$ cat config.mk
export PLATFORM = sky130hd
export DESIGN_NAME = type2_tag_ndef_tlv_extractor_unit
export DESIGN_NICKNAME = d
export VERILOG_FILES = /design/src/design/t2t_pkg.sv /design/src/design/t2t_parser.sv /design/src/design/t2t_rsq.sv /design/src/design/type2_tag_ndef_tlv_extractor_unit.sv
export SDC_FILE = /design/constraint.sdc
export NUM_CORES = 1
export LEC_CHECK = 0
export ABC_AREA = 1
export BUFFER_PORTS_ARGS = -buffer_cell sky130_fd_sc_hd__buf_2
export CAP_MARGIN = 20
export CORE_ASPECT_RATIO = 2
export CORE_MARGIN = 2
export CORE_UTILIZATION = 50
export CTS_BUF_LIST = sky130_fd_sc_hd__clkbuf_8
export DETAILED_ROUTE_END_ITERATION = 8
export PLACE_DENSITY = 0.67
export SYNTH_ARGS = -nofsm -noshare
export SYNTH_HDL_FRONTEND = slang
export SYNTH_SLANG_ARGS = --single-unit
$ cat constraint.sdc
create_clock -name aclk -period 11.31 [get_ports aclk]
set_input_delay 1.131 -clock aclk [delete_from_list [all_inputs] [get_ports aclk]]
set_output_delay 1.131 -clock aclk [all_outputs]
set_load 0.02 [all_outputs]
$ cat src/design/t2t_pkg.sv
// Shared types, constants and helpers for the Type 2 tag NDEF TLV extractor.
// No dependencies; used by every module in the design folder.
package t2t_pkg;

    // Input beat: one tag memory byte
    typedef struct packed {
        logic       func;
        logic [7:0] tag_byte;
        logic       read_failed;
    } t2t_in_t;

    // Output beat: one message byte or a failure report
    typedef struct packed {
        logic [7:0] msg_byte;
        logic       is_byte;
        logic       is_last;
        logic       failed;
        logic [2:0] fail_reason;
    } t2t_res_t;

    // Up to two results produced by one accepted input beat
    typedef struct packed {
        logic [1:0] count;
        t2t_res_t   r0;
        t2t_res_t   r1;
    } t2t_step_t;

    // Byte codes
    localparam logic [7:0] CC_MAGIC    = 8'hE1;
    localparam logic [7:0] TLV_PAD     = 8'h00;
    localparam logic [7:0] TLV_TERM    = 8'hFE;
    localparam logic [7:0] TLV_NDEF    = 8'h03;
    localparam logic [7:0] LEN_ESCAPE  = 8'hFF;

    // Failure reasons
    localparam logic [2:0] FAIL_CC_MAGIC  = 3'd0;
    localparam logic [2:0] FAIL_TERM      = 3'd1;
    localparam logic [2:0] FAIL_TLV_TYPE  = 3'd2;
    localparam logic [2:0] FAIL_LENGTH    = 3'd3;
    localparam logic [2:0] FAIL_OVERRUN   = 3'd4;
    localparam logic [2:0] FAIL_READ      = 3'd5;

    localparam logic [15:0] MAX_MSG_RESET = 16'd1024;

    // Result queue geometry
    localparam int RQ_DEPTH = 4;
    localparam int RQ_AW    = $clog2(RQ_DEPTH);

    function automatic t2t_res_t make_fail(input logic [2:0] reason);
        t2t_res_t r;
        r             = '0;
        r.failed      = 1'b1;
        r.fail_reason = reason;
        return r;
    endfunction

    function automatic t2t_res_t make_byte(input logic [7:0] b, input logic last);
        t2t_res_t r;
        r          = '0;
        r.msg_byte = b;
        r.is_byte  = 1'b1;
        r.is_last  = last;
        return r;
    endfunction

endpackage

$ cat src/design/t2t_parser.sv
// Per-byte parser: walk state registers plus the single-pass next-state logic.
// Depends on t2t_pkg.
module t2t_parser (
    input  logic               aclk,
    input  logic               aresetn,
    input  logic               cfg_we,
    input  logic [15:0]        cfg_wdata,
    input  logic               accept,
    input  t2t_pkg::t2t_in_t   in_beat,
    output t2t_pkg::t2t_step_t step
);

    localparam logic [2:0] PH_IDLE   = 3'd0;
    localparam logic [2:0] PH_CC_OK  = 3'd1;
    localparam logic [2:0] PH_CC_BAD = 3'd2;
    localparam logic [2:0] PH_TYPE   = 3'd3;
    localparam logic [2:0] PH_LEN0   = 3'd4;
    localparam logic [2:0] PH_LENHI  = 3'd5;
    localparam logic [2:0] PH_LENLO  = 3'd6;
    localparam logic [2:0] PH_BODY   = 3'd7;

    logic [15:0] max_msg_reg;
    logic [2:0]  phase_reg,   phase_next;
    logic [16:0] area_reg,    area_next;
    logic [7:0]  len_hi_reg,  len_hi_next;
    logic [15:0] msg_len_reg, msg_len_next;
    logic [15:0] body_cnt_reg, body_cnt_next;

    logic [15:0] len_val;
    logic [16:0] len_plus2;
    logic [15:0] body_inc;
    logic        len_ok;

    // Length candidate for the length-complete check
    always_comb begin
        if (phase_reg == PH_LENLO) begin
            len_val = {len_hi_reg, in_beat.tag_byte};
        end else begin
            len_val = {8'd0, in_beat.tag_byte};
        end
        len_plus2 = {1'b0, len_val} + 17'd2;
        len_ok    = (len_val != 16'd0) && (len_plus2 <= {1'b0, max_msg_reg});
        body_inc  = body_cnt_reg + 16'd1;
    end

    // Next state and results for the beat being accepted
    always_comb begin
        phase_next    = phase_reg;
        area_next     = area_reg;
        len_hi_next   = len_hi_reg;
        msg_len_next  = msg_len_reg;
        body_cnt_next = body_cnt_reg;
        step          = '0;

        if (accept) begin
            if (in_beat.func) begin
                // new tag: first CC byte
                if (in_beat.read_failed) begin
                    phase_next = PH_IDLE;
                    step.count = 2'd1;
                    step.r0    = t2t_pkg::make_fail(t2t_pkg::FAIL_READ);
                end else begin
                    phase_next = (in_beat.tag_byte == t2t_pkg::CC_MAGIC) ? PH_CC_OK
                                                                         : PH_CC_BAD;
                    area_next  = 17'd1;
                end
            end else if (phase_reg == PH_IDLE) begin
                // bytes ignored until the next tag
            end else if (phase_reg == PH_TYPE &&
                         area_reg > {1'b0, max_msg_reg}) begin
                phase_next = PH_IDLE;
                step.count = 2'd1;
                step.r0    = t2t_pkg::make_fail(t2t_pkg::FAIL_OVERRUN);
            end else if (in_beat.read_failed) begin
                phase_next = PH_IDLE;
                step.count = 2'd1;
                step.r0    = t2t_pkg::make_fail(t2t_pkg::FAIL_READ);
            end else begin
                unique case (phase_reg)
                    PH_CC_OK, PH_CC_BAD: begin
                        if (area_reg >= 17'd3) begin
                            if (phase_reg == PH_CC_BAD) begin
                                phase_next = PH_IDLE;
                                step.count = 2'd1;
                                step.r0    = t2t_pkg::make_fail(t2t_pkg::FAIL_CC_MAGIC);
                            end else begin
                                phase_next = PH_TYPE;
                                area_next  = 17'd0;
                            end
                        end else begin
                            area_next = area_reg + 17'd1;
                        end
                    end
                    PH_TYPE: begin
                        if (in_beat.tag_byte == t2t_pkg::TLV_PAD) begin
                            area_next = area_reg + 17'd1;
                        end else if (in_beat.tag_byte == t2t_pkg::TLV_TERM) begin
                            phase_next = PH_IDLE;
                            step.count = 2'd1;
                            step.r0    = t2t_pkg::make_fail(t2t_pkg::FAIL_TERM);
                        end else if (in_beat.tag_byte != t2t_pkg::TLV_NDEF) begin
                            phase_next = PH_IDLE;
                            step.count = 2'd1;
                            step.r0    = t2t_pkg::make_fail(t2t_pkg::FAIL_TLV_TYPE);
                        end else begin
                            phase_next = PH_LEN0;
                        end
                    end
                    PH_LENHI: begin
                        len_hi_next = in_beat.tag_byte;
                        phase_next  = PH_LENLO;
                    end
                    PH_LEN0, PH_LENLO: begin
                        if (phase_reg == PH_LEN0 &&
                            in_beat.tag_byte == t2t_pkg::LEN_ESCAPE) begin
                            phase_next = PH_LENHI;
                        end else if (!len_ok) begin
                            phase_next = PH_IDLE;
                            step.count = 2'd1;
                            step.r0    = t2t_pkg::make_fail(t2t_pkg::FAIL_LENGTH);
                        end else begin
                            // length known: emit big-endian prefix
                            phase_next    = PH_BODY;
                            msg_len_next  = len_val;
                            body_cnt_next = 16'd0;
                            step.count    = 2'd2;
                            step.r0       = t2t_pkg::make_byte(len_val[15:8], 1'b0);
                            step.r1       = t2t_pkg::make_byte(len_val[7:0], 1'b0);
                        end
                    end
                    PH_BODY: begin
                        body_cnt_next = body_inc;
                        step.count    = 2'd1;
                        if (body_inc >= msg_len_reg) begin
                            phase_next = PH_IDLE;
                            step.r0    = t2t_pkg::make_byte(in_beat.tag_byte, 1'b1);
                        end else begin
                            step.r0    = t2t_pkg::make_byte(in_beat.tag_byte, 1'b0);
                        end
                    end
                    default: begin
                        phase_next = PH_IDLE;
                    end
                endcase
            end
        end
    end

    // State and limit registers
    always_ff @(posedge aclk) begin
        if (!aresetn) begin
            max_msg_reg  <= t2t_pkg::MAX_MSG_RESET;
            phase_reg    <= PH_IDLE;
            area_reg     <= '0;
            len_hi_reg   <= '0;
            msg_len_reg  <= '0;
            body_cnt_reg <= '0;
        end else begin
            if (cfg_we) begin
                max_msg_reg <= cfg_wdata;
            end
            phase_reg    <= phase_next;
            area_reg     <= area_next;
            len_hi_reg   <= len_hi_next;
            msg_len_reg  <= msg_len_next;
            body_cnt_reg <= body_cnt_next;
        end
    end

endmodule

$ cat src/design/t2t_rsq.sv
// Result queue: takes up to two results per cycle, hands out one per beat.
// Depends on t2t_pkg.
module t2t_rsq (
    input  logic               aclk,
    input  logic               aresetn,
    input  t2t_pkg::t2t_step_t step,
    output logic               room,
    output logic               m_valid,
    input  logic               m_ready,
    output t2t_pkg::t2t_res_t  m_data
);

    t2t_pkg::t2t_res_t          q_mem [t2t_pkg::RQ_DEPTH];
    logic [t2t_pkg::RQ_AW-1:0]  wr_ptr_reg, wr_ptr_next;
    logic [t2t_pkg::RQ_AW-1:0]  rd_ptr_reg, rd_ptr_next;
    logic [t2t_pkg::RQ_AW:0]    cnt_reg,    cnt_next;
    logic [t2t_pkg::RQ_AW-1:0]  wr_ptr_p1;
    logic                       pop;

    // Space for a full two-result step keeps the input side independent of m_ready
    assign room    = cnt_reg <= (t2t_pkg::RQ_AW+1)'(t2t_pkg::RQ_DEPTH - 2);
    assign m_valid = cnt_reg != '0;
    assign m_data  = q_mem[rd_ptr_reg];
    assign pop     = m_valid && m_ready;

    always_comb begin
        wr_ptr_p1   = wr_ptr_reg + {{(t2t_pkg::RQ_AW-1){1'b0}}, 1'b1};
        wr_ptr_next = wr_ptr_reg + step.count[t2t_pkg::RQ_AW-1:0];
        rd_ptr_next = rd_ptr_reg + {{(t2t_pkg::RQ_AW-1){1'b0}}, pop};
        cnt_next    = cnt_reg + {{(t2t_pkg::RQ_AW-1){1'b0}}, step.count}
                              - {{t2t_pkg::RQ_AW{1'b0}}, pop};
    end

    // Entry storage
    always_ff @(posedge aclk) begin
        if (step.count != 2'd0) begin
            q_mem[wr_ptr_reg] <= step.r0;
        end
        if (step.count == 2'd2) begin
            q_mem[wr_ptr_p1] <= step.r1;
        end
    end

    // Pointers and fill count
    always_ff @(posedge aclk) begin
        if (!aresetn) begin
            wr_ptr_reg <= '0;
            rd_ptr_reg <= '0;
            cnt_reg    <= '0;
        end else begin
            wr_ptr_reg <= wr_ptr_next;
            rd_ptr_reg <= rd_ptr_next;
            cnt_reg    <= cnt_next;
        end
    end

endmodule

$ cat src/design/type2_tag_ndef_tlv_extractor_unit.sv
// Top level of the Type 2 tag NDEF TLV extractor.
// Depends on t2t_pkg, t2t_parser and t2t_rsq.
//
//  channel | ports                     | beat
//  --------+---------------------------+----------------------------------------
//  input   | s_valid s_ready s_data    | one tag byte (func, tag_byte, read_failed)
//  output  | m_valid m_ready m_data    | one message byte or failure report
//  config  | cfg_we cfg_wdata          | max_message_bytes, no wait, no read-back
//
// One input beat per cycle while s_ready is high; each beat is parsed in the cycle it is accepted
// and its zero, one or two results are written into a four-entry result queue.
// A result is available on m_data at the earliest the cycle after its input beat,
// behind any results still queued.
// s_ready drops only while the queue holds more than two results (output stall).
// Synchronous active-low reset: parser idle, limit 1024, queue empty.
module type2_tag_ndef_tlv_extractor_unit (
    input  logic               aclk,
    input  logic               aresetn,
    input  logic               cfg_we,
    input  logic [15:0]        cfg_wdata,
    input  logic               s_valid,
    output logic               s_ready,
    input  t2t_pkg::t2t_in_t   s_data,
    output logic               m_valid,
    input  logic               m_ready,
    output t2t_pkg::t2t_res_t  m_data
);

    t2t_pkg::t2t_step_t step;
    logic               accept;

    assign accept = s_valid && s_ready;

    t2t_parser u_parser (
        .aclk      (aclk),
        .aresetn   (aresetn),
        .cfg_we    (cfg_we),
        .cfg_wdata (cfg_wdata),
        .accept    (accept),
        .in_beat   (s_data),
        .step      (step)
    );

    t2t_rsq u_rsq (
        .aclk    (aclk),
        .aresetn (aresetn),
        .step    (step),
        .room    (s_ready),
        .m_valid (m_valid),
        .m_ready (m_ready),
        .m_data  (m_data)
    );

endmodule

# Yosys cells after proc, flatten, opt, wreduce, memory -nomap -nowiden
# Memory sizes are Yosys's and may differ from the RTL's. A register that Yosys moved wholly into a read port is not among the register bits.
# Index checks and enable logic that the tools add are counted.
# totals
ff_bits	83
mem_bits_rw	56
input_bits	31
output_inout_bits	16
elab_cells	123
memories	1
# op_classes
addsub	8
order_cmp	5
eq_ne	23
n_mux	53
bitwise_logic	5
n_reduce_logical	19
# mem_list
name	depth	width	read_ports	rd_clocked_by_memory_dff	write_ports	line	source
u_rsq.q_mem	4	14	1	1	2	t2t_rsq.sv:13	t2t_pkg::t2t_res_t q_mem [t2t_pkg::RQ_DEPTH];
# ops
cell	n
16-bit 2-to-1 mux	10
17-bit 2-to-1 mux	8
30-bit 2-to-1 mux	3
14-bit 2-to-1 mux	5
16-bit one-hot mux with 4 select lines	1
15-bit 2-to-1 mux	3
3-bit 2-to-1 mux	12
17-bit one-hot mux with 2 select lines	1
16-bit one-hot mux with 2 select lines	1
8-bit equality test (second input constant)	3
8-bit AND reduction	3
16-bit by 2-bit adder with 17-bit output (second input constant)	1
17-bit by 1-bit adder with 17-bit output (second input constant)	1
17-bit by 2-bit >= comparator with 1-bit output (second input constant)	1
17-bit by 16-bit greater-than comparator with 1-bit output	1
17-bit by 16-bit less-or-equal comparator with 1-bit output	1
16-bit by 1-bit adder with 16-bit output (second input constant)	1
16-bit >= comparator	1
16-bit nonzero test	1
3-bit one-hot mux with 5 select lines	1
3-bit equality test (second input constant)	4
5-bit by 3-bit != test with 1-bit output (second input constant)	2
8-bit logical NOT	1
2-bit != test (second input constant)	4
other kinds (26)	43

# Longest topological paths before layout
# Gate-level depths: netlist of run 1.
# logic_depth
word_depth	16
depth_mapped	27
depth_no_buf	27

# Hierarchy
# A second synthesis of run 1 with hierarchy kept.
# unflattened
cells_unflattened	1217
area_unflattened_um2	8988.6
# by_module_without_submodules
mod	instances	cells_each	area_per_inst_um2	seq_area_each_um2
t2t_parser	1	885	5739.3	1521.5
t2t_rsq	1	330	3241.9	1821.7
type2_tag_ndef_tlv_extractor_unit	1	2	7.5	0.0

# Least setup slack after synthesis of run 1
# Ideal clock, no wire load.
# synth_path
path_kind	input to register
from	input s_data[2] in the netlist's numbering
to	register u_rsq.cnt_reg[2] in the netlist's numbering
setup_time_ps	120
arrival_time_ps	4495
required_ps	11190
path_slack_ps	6695
cell_stages	22
path_buffers	1
path_cell_list	ha_1 nand3_1 nor2_1 nand4_1 nor3_1 nand3_1 nor3_1 xor2_1 ha_1 nand3_1 nor2_1 nand4_1 nand2_1 nand3_2 nor2_4 nand2_8 buf_2 ha_1 inv_1 fa_1 o21ai_0 a21oi_1
# synth_via
elab_chain_cells	14
elab_cells_between_ends	23
cone_classes	add/sub: 3; order compare: 1; eq/ne: 3; mux: 12; reduce/logical: 4
# synth_rtl
item	line	source
start, declared	type2_tag_ndef_tlv_extractor_unit.sv:23	input t2t_pkg::t2t_in_t s_data,
16-bit 2-to-1 mux	t2t_parser.sv:36	if (phase_reg == PH_LENLO) begin
16-bit by 2-bit adder with 17-bit output	t2t_parser.sv:41	len_plus2 = {1'b0, len_val} + 17'd2;
17-bit by 16-bit less-or-equal comparator with 1-bit output	t2t_parser.sv:42	len_ok = (len_val != 16'd0) && (len_plus2 <= {1'b0, max_msg_reg});
1-bit logical AND	t2t_parser.sv:42	
16-bit 2-to-1 mux	t2t_parser.sv:117	end else if (!len_ok) begin
30-bit 2-to-1 mux	t2t_parser.sv:114	if (phase_reg == PH_LEN0 &&
16-bit one-hot mux with 4 select lines *	t2t_parser.sv:79	unique case (phase_reg)
16-bit 2-to-1 mux *	t2t_parser.sv:74	end else if (in_beat.read_failed) begin
16-bit 2-to-1 mux *	t2t_parser.sv:69	end else if (phase_reg == PH_TYPE &&
30-bit 2-to-1 mux *	t2t_parser.sv:67	end else if (phase_reg == PH_IDLE) begin
16-bit 2-to-1 mux *	t2t_parser.sv:56	if (in_beat.func) begin
30-bit 2-to-1 mux *	t2t_parser.sv:55	if (accept) begin
3-bit by 2-bit adder with 3-bit output *	t2t_rsq.sv:30	cnt_next = cnt_reg + {{(t2t_pkg::RQ_AW-1){1'b0}}, step.count}
3-bit by 1-bit subtractor with 3-bit output *	t2t_rsq.sv:31	- {{t2t_pkg::RQ_AW{1'b0}}, pop};
end signal, assigned	t2t_rsq.sv:53	cnt_reg <= cnt_next;
end, declared	t2t_rsq.sv:16	logic [t2t_pkg::RQ_AW:0] cnt_reg, cnt_next;
# Every way passes the cells marked *; elsewhere a longest branch is shown, timed or not.
# A chain may end at the register's enable or synchronous reset.

==> impl_metrics.csv, run 1 <==
group,metric,value,unit
cells_and_area,antenna_fix_cells,0,
route,detail_route.wl_per_cell,15.93,um
cells_and_area,multi_input_area,0.004875,mm^2
pwr,cellLeakagePower,0.004418,uW
logic_synthesis,synth_sequential_area_ratio,0.3533,
logic_synthesis,postSynthRegisterBits,139,
critical_path,worst_setup_path_start_kind,"input pin",
logic_synthesis,synthesis.instances,1243,
timing,maxSlewHeadroom,0.3753,
pwr,switchingPower,527.3,uW
timing,worst_clock_skew,18.31,ps
clock_network,post-cts-setup-buffer-count,0,
global_route,gr-total-overflow,0,
pwr,cellInternalPower,893.0,uW
clock_network,cts_hold_buf,0,
logic_synthesis,async_flop_share,0,
clock_network,clock_sinks,139,
route,number_of_drc_violations_after_detailed_routing,0,
timing,final_max_slew_viol_count,0,
timing,worstMarginPinSlew,932.0,ps
critical_path,end_kind,"flop",
critical_path,critPathMaxStageDelay,510,ps
critical_path,worstPathRequired,11440,ps
cells_and_area,layout_cell_share_with_drive_strength_beyond_1,0.1032,
clock_network,cts_buffer_depth,2,
critical_path,path_max_fanout,63,
critical_path,cp_top_family,"simple AND/OR/NAND/NOR gates",
critical_path,crit_slowest_cell,"buf_4",
place,dp_hpwl,17670,um
place,gp_congestion,0.8880,
timing,setup_tns,0,ps
pwr,power_frac_seq,0.412,
clock_network,clock_latency_reported_for_the_late_side_of_the_worst_skew_pair,470,ps
global_route,grt_max_degree,64,
logic_synthesis,synth_enable_flop_cells,36,
cells_and_area,largest_register_ffs,56,
timing,fmaxAchievable,0.1953,GHz
timing,hold_viol,0,
route,detail_route.first_pass.iterations,5,
critical_path,cp_data_arrival_time,5250,ps
pwr,vdd_drop_max,0.00006266,V
floorplanning,die_outline_height,192.7,um
cells_and_area,filler_cell_count,1722,
clock_network,ctsHtreeMaxLevel,4,
clock_network,tritoncts,"built",
floorplanning,row_count,69,
global_route,first_pass_grt_wire_length,38320,um
floorplanning,top_level_ports,47,
global_route,first_global_vias,7661,
floorplanning,dieWidth,98.33,um
logic_synthesis,netlist-cell-type-count,48,
cells_and_area,final_net_count,1354,
clock_network,clock_tree.root_cell,"clkbuf_8",
global_route,gr-usage-all-layers,0.2550,
logic_synthesis,synth-adder-area-share,0.08100,
pwr,pwr-share-clk,0.304,
status,run_status,"finished, final reports clean",
route,avgViaCountPerCell,5.511,
logic_synthesis,synth.area.mux_share,0,
timing,rsz0062_at_grt,"false",
floorplanning,die-area,0.01894,mm^2
logic_synthesis,synth_area_in_compound_gates,0.1543,
pwr,power-per-cell-area,148.0,mW/mm^2
logic_synthesis,synth_top_family_by_area,"simple AND/OR/NAND/NOR gates",
cells_and_area,layout-area-overhead-vs-synth,7.875,%
timing,final.setup.worst_slack,6189,ps
timing,final_min_period_over_clock_period,0.4528,
critical_path,criticalPathCategory,"input pin to flop",
route,drtIter0Drc,562,
floorplanning,initial_utilization,0.5052,
pwr,sw_ratio,0.3713,
route,dr_total_vias,8223,
logic_synthesis,synth_nets,1331,
logic_synthesis,postSynthAreaPerCell,7.158,um^2
logic_synthesis,dominantRegCellSynth,"dfxtp_1",
place,pre_cts_ws,5769,ps
place,io_buffers,46,
clock_network,post_cts_resized,0,
floorplanning,floorplan.core_area,0.01761,mm^2
route,post_detailed_route_count_of_antenna_violating_nets,0,
critical_path,crit_chain,"buf_2 -> ha_1 -> nand3_1 -> nor2_1 -> nand4_1 -> nor3_1 -> nand3_1 -> nor3_1 -> xor2_1 -> ha_1 -> nand3_1 -> nor2_1 -> nand4_1 -> nand2_1 -> nand3_2 -> nor2_4 -> nand2_8 -> nand4_4 -> buf_4 -> nand2_1 -> nand2_1",
place,placement.cell_area,0.009185,mm^2
logic_synthesis,syn_area,0.008897,mm^2
clock_network,cts_made_buffers,17,
logic_synthesis,post_synth_and_or_nand_nor_area_fraction,0.2791,
global_route,grt_antenna_before_repair,0,
cells_and_area,layout.core_utilization,0.5450,
min_path,hold_path_class,"flop to flop",
clock_network,worst_setup_hold_path_clk_slew,90,ps
cells_and_area,postLayoutCellArea,0.009598,mm^2
timing,finalCriticalPeriod,5121,ps
critical_path,worst-path-buf-inv,2,
flow_run,drv.max_cap_violation_count,0,
timing,final_setup_violation_count,0,
route,drt-total-wl,23760,um
pwr,p_comb_frac,0.285,
cells_and_area,area.sequential,0.003143,mm^2
logic_synthesis,post_synth_xor_area_fraction,0.03347,
logic_synthesis,synth_warnings,0,
==> cells in the mapped netlist, types with 2 or more instances <==
| cell type | n | area share |
|---|---|---|
| edfxtp_1 | 36 | 0.12 |
| a21o_1 | 2 | 0.0017 |
| nor3_2 | 2 | 0.0023 |
| clkinv_1 | 4 | 0.0017 |
| nor2_1 | 130 | 0.055 |
| nor3_1 | 18 | 0.010 |
| xor2_1 | 27 | 0.027 |
| o21ai_0 | 82 | 0.046 |
| dfxtp_1 | 103 | 0.23 |
| inv_1 | 154 | 0.065 |
| nand3_1 | 82 | 0.046 |
| nor4_1 | 9 | 0.0063 |
| nor2_4 | 3 | 0.0038 |
| nor2_8 | 2 | 0.0045 |
| o21a_1 | 2 | 0.0017 |
| a211oi_1 | 2 | 0.0017 |
| or2_2 | 3 | 0.0021 |
| buf_6 | 5 | 0.0063 |
| o31ai_1 | 2 | 0.0017 |
| nand3b_1 | 2 | 0.0017 |
| xnor2_1 | 7 | 0.0069 |
| a21oi_1 | 127 | 0.071 |
| nand4_1 | 17 | 0.012 |
| buf_4 | 3 | 0.0025 |
| nand2_1 | 244 | 0.10 |
| clkbuf_1 | 28 | 0.012 |
| o22ai_1 | 20 | 0.014 |
| nand3_2 | 7 | 0.0079 |
| a22oi_1 | 11 | 0.0093 |
| nand2_2 | 11 | 0.0077 |
| a21boi_0 | 2 | 0.0017 |
| a31oi_1 | 3 | 0.0021 |
| inv_2 | 7 | 0.0030 |
| ha_1 | 56 | 0.079 |
| nand2_4 | 8 | 0.010 |
| buf_2 | 10 | 0.0056 |
==> power groups by stage <==
| stage | Combinational, uW | Clock [uW] | Sequential, uW |
|---|---|---|---|
| floorplan | 299 | 0 | 583 |
| global placement | 396 | 0 | 594 |
| detailed placement | 401 | 0 | 596 |
| CTS | 403 | 439 | 585 |
| global route | 454 | 458 | 590 |
| finish | 404 | 431 | 585 |
==> metrics by stage <==
| stage | cells | hold slack (ps) | total power, uW |
|---|---|---|---|
| 4_1_cts | 1492 | 474.7 | 1427 |
| 3_3_place_gp | 1460 | 453.1 | 989.8 |
| 3_5_place_dp | 1460 | 460.7 | 997.0 |
| 6_report | 1492 | 471.3 | 1420 |
| 5_1_grt | 1492 | 487.1 | 1502 |
| 2_1_floorplan | 1243 | 435.3 | 882.1 |
==> path summary, 6_finish.rpt <==
path / slack, ps / cells past startpoint / from / to
max: 6190 / 21 / s_data[3] / u_rsq.q_mem[1][13]$_DFFE_PP_
min: 470 / 2 / u_parser.msg_len_reg[4]$_SDFFE_PN0P_ / u_parser.msg_len_reg[4]$_SDFFE_PN0P_
max reg2reg: 6420 / 21 / u_parser.phase_reg[2]$_SDFFE_PN0P_ / u_rsq.q_mem[1][13]$_DFFE_PP_
min reg2reg: 470 / 2 / u_parser.msg_len_reg[4]$_SDFFE_PN0P_ / u_parser.msg_len_reg[4]$_SDFFE_PN0P_
==> tightest hold or removal path, stage by stage, from the launching register on <==
cell and delay, ps:
dfxtp_1 320, nand2_1 60, a21oi_1 50
==> cell usage in the layout (no fill, tap or decap), types with 3 or more instances in the layout <==
master    Yosys  final
buf_4         3      6
nor4_1        9      9
o21ai_0      82     82
dfxtp_1     103    103
clkbuf_8      0     19
a22oi_1      11     11
or2_2         3      3
a31oi_1       3      3
edfxtp_1     36     36
inv_6         0      6
a21oi_1     127    127
inv_2         7      7
nand3_2       7      7
xnor2_1       7      7
clkinv_1      4      4
inv_1       154    154
nor2_1      130    130
nand3_1      82     82
nand2_4       8      8
ha_1         56     56
nand2_2      11     11
nor2_4        3      3
nand4_1      17     17
nand2_1     244    244
xor2_1       27     27
nor3_1       18     18
buf_2        10     46
o22ai_1      20     20
==> metal layers <==
layer	GRT usage	part of all wire	vias to the layer above
li1	-	-	4167
met3	0.03767	0.048	43
met2	0.4448	0.50	245
met5	0	0	-
met4	0.09800	0.028	0
met1	0.3155	0.42	3768
==> final cells by class <==
cell class / instances / share of cell area
multi-input cells: 890 / 0.5079
flip-flops and latches: 139 / 0.3275
inverters: 166 / 0.06518
repair buffers: 52 / 0.02868
well taps: 213 / 0.02777
clock buffers: 19 / 0.02725
clock inverters: 13 / 0.01577
==> cell families after synthesis <==
| family | count (synthesis) |
|---|---|
| compound gates | 256 |
| fa+ha+maj | 57 |
| simple gates | 543 |
| xor+xnor | 34 |
| flops | 139 |
| buf+inv | 214 |
Power figures use the tool's default switching activity.
==> run 2: changes to the inputs <==
PLACE_DENSITY = 0.7   (was 0.67)
clock period = 4.5 ns   (was 11.31 ns; I/O delays follow)
==> run 2 against run 1 <==
Compared with the run above:
- via count grew 1.1%
- utilization is 0.65 points higher
- clock-buffer cell count stayed put
- sequential power rose to 2.5 times the previous value
- final cell count increased by 0.54%
- sequential cell count unchanged
- cell area rose by 1.2%
- non-clock buffer count rose by 7
- critical endpoint is now u_rsq.cnt_reg[2]$_SDFF_PN0_
- largest power group unchanged
==> impl_metrics.csv, run 2 (synthesis results as in run 1) <==
group,metric,value,unit
cells_and_area,antenna_fix_cells,0,
global_route,gr-usage-all-layers,0.2569,
route,drtIter0Drc,804,
route,dr_total_vias,8311,
cells_and_area,mostFrequentLayoutCell,"nand2_1",
timing,maxSlewHeadroom,0.2802,
timing,final_setup_violation_count,0,
critical_path,critical_path.endpoint,"u_rsq.cnt_reg[2]$_SDFF_PN0_",
place,gp_congestion,0.9267,
critical_path,crit_slowest_cell,"fa_1",
floorplanning,dieWidth,98.33,um
timing,setup_tns,0,ps
critical_path,worst_setup_path_start_kind,"flop",
timing,hold_viol,0,
cells_and_area,layout_cell_share_with_drive_strength_beyond_1,0.1127,
pwr,vdd_drop_max,0.0001754,V
cells_and_area,largest_register_ffs,56,
clock_network,clock_tree.root_cell,"clkbuf_8",
route,drt-total-wl,23920,um
critical_path,critPathMaxStageDelay,420,ps
global_route,gr-total-overflow,0,
place,pre_cts_ws,81.77,ps
floorplanning,initial_utilization,0.5052,
critical_path,crit_start,"u_parser.phase_reg[0]$_SDFFE_PN0P_",
critical_path,worstPathRequired,4860,ps
pwr,power-per-cell-area,377.0,mW/mm^2
global_route,first_global_vias,7899,
place,placement.cell_area,0.009230,mm^2
floorplanning,die_outline_height,192.7,um
cells_and_area,layout.core_utilization,0.5514,
critical_path,timing.rr.start,"u_parser.phase_reg[0]$_SDFFE_PN0P_",
critical_path,reg2regPathDepth,23,
critical_path,r2r_slack,370,ps
clock_network,cts_buffer_depth,2,
critical_path,critical_path.reg2reg.endpoint,"u_rsq.cnt_reg[2]$_SDFF_PN0_",
timing,finalCriticalPeriod,4127,ps
critical_path,cp_data_arrival_time,4490,ps
clock_network,tritoncts,"built",
critical_path,end_kind,"flop",
flow_run,drv.max_cap_violation_count,0,
floorplanning,top_level_ports,47,
cells_and_area,filler_cell_count,1743,
place,io_buffers,46,
route,number_of_drc_violations_after_detailed_routing,0,
timing,worst_clock_skew,20.69,ps
global_route,first_pass_grt_wire_length,38860,um
clock_network,clock_latency_reported_for_the_late_side_of_the_worst_skew_pair,470,ps
timing,worstMarginPinSlew,1076,ps
cells_and_area,layout-area-overhead-vs-synth,9.155,%
cells_and_area,final_net_count,1362,
global_route,grt_antenna_before_repair,1,
clock_network,worst_setup_hold_path_clk_slew,90,ps
route,detail_route.wl_per_cell,15.95,um
place,dp_hpwl,17490,um
timing,final_min_period_over_clock_period,0.9170,
route,post_detailed_route_count_of_antenna_violating_nets,0,
pwr,cellLeakagePower,0.004497,uW
min_path,hold_path_class,"input pin to flop",
cells_and_area,layout.cells.most_common_list,"241 x nand2_1, 154 x inv_1, 130 x nor2_1",
status,run_status,"finished, final reports clean",
timing,fmaxAchievable,0.2423,GHz
clock_network,clock_sinks,139,
floorplanning,die-area,0.01894,mm^2
critical_path,crit_chain,"inv_2 -> nand2_4 -> nor2_8 -> nand2_2 -> inv_2 -> nand4_1 -> nor3_2 -> nand3_1 -> nor3_1 -> xor2_1 -> ha_1 -> nand3_1 -> nor2_1 -> nand4_1 -> nand2_2 -> nand3_2 -> nor2_4 -> nand2_8 -> ha_1 -> inv_1 -> fa_1 -> o21ai_0 -> a21oi_1",
global_route,grt_max_degree,43,
timing,final.setup.worst_slack,373.5,ps
critical_path,criticalPathCategory,"flop to flop",
cells_and_area,postLayoutCellArea,0.009712,mm^2
clock_network,cts_made_buffers,17,
timing,final_max_slew_viol_count,0,
floorplanning,floorplan.core_area,0.01761,mm^2
floorplanning,row_count,69,
clock_network,ctsHtreeMaxLevel,4,
timing,rsz0062_at_grt,"false",
critical_path,path_max_fanout,14,
route,detail_route.first_pass.iterations,6,
route,avgViaCountPerCell,5.541,
run 2: cell count changes in the layout (fill, tap and decap cells not counted), moves of 2 or more:
cell | previous run | this run
buf_4 | 6 | 13
bufinv_16 | 2 | 4
clkinvlp_4 | 2 | 0
inv_6 | 6 | 3
nand2_1 | 244 | 241
nand2_2 | 11 | 14
run 2: worst max-delay path: cells and delay by family, from the launching register on:
kind | cells | cell delay, ps
buffers and inverters | 3 | 280
and+or+nand+nor | 14 | 1960
adders and majority gates | 3 | 1040
AOI/OAI and AO/OA | 2 | 240
xor gates and xnor gates | 1 | 100
DFF | 1 | 380
run 2: what timing repair did:
action,CTS,global route
hold buffers,0,0
resized for setup,0,7
setup endpoints to repair,0,86
setup buffers,0,1
run 2: worst min path at each step:
stage,endpoint,from,depth (start not counted)
floorplan,u_parser.msg_len_reg[10]$_SDFFE_PN0P_,u_parser.msg_len_reg[10]$_SDFFE_PN0P_,2
global placement,u_parser.body_cnt_reg[4]$_SDFFE_PN0P_,u_parser.body_cnt_reg[4]$_SDFFE_PN0P_,2
global route,u_parser.max_msg_reg[10]$_SDFFE_PN1P_,cfg_wdata[10],3
finish,u_parser.max_msg_reg[10]$_SDFFE_PN1P_,cfg_wdata[10],3
detailed placement,u_parser.msg_len_reg[2]$_SDFFE_PN0P_,u_parser.msg_len_reg[2]$_SDFFE_PN0P_,2
CTS,u_parser.max_msg_reg[10]$_SDFFE_PN1P_,cfg_wdata[10],3
run 2: layout make-up:
| type | count | area, um^2 | share of cell area |
|---|---|---|---|
| timing repair buffer | 59 | 327.8 | 0.03375 |
| tap | 213 | 266.5 | 0.02744 |
| clock inverter | 13 | 187.7 | 0.01932 |
| multi-input combinational | 891 | 4898 | 0.5044 |
| sequential | 139 | 3144 | 0.3238 |
| clock buffer | 19 | 261.5 | 0.02693 |
| inverter | 166 | 625.6 | 0.06442 |
run 2: routing by layer:
layer,part of all wire,track usage,wire [um]
met5,0.00033,0,8
met4,0.045,0.1286,1076
met2,0.49,0.4346,11770
met1,0.41,0.3119,9767
met3,0.054,0.04564,1290
run 2: report_power, final:
group,total [uW],switching [uW],internal (uW)
sequential,1470,79.4,1390
combinational,1030,701,327
clock,1170,529,639
run 2: through the flow:
stage	hold slack [ps]	std cells	total power (uW)
floorplan	435.3	1243	2217
global placement	451.9	1466	2488
detailed placement	460.8	1466	2510
CTS	181.3	1498	3677
global route	221.8	1500	3866
finish	198.5	1500	3662
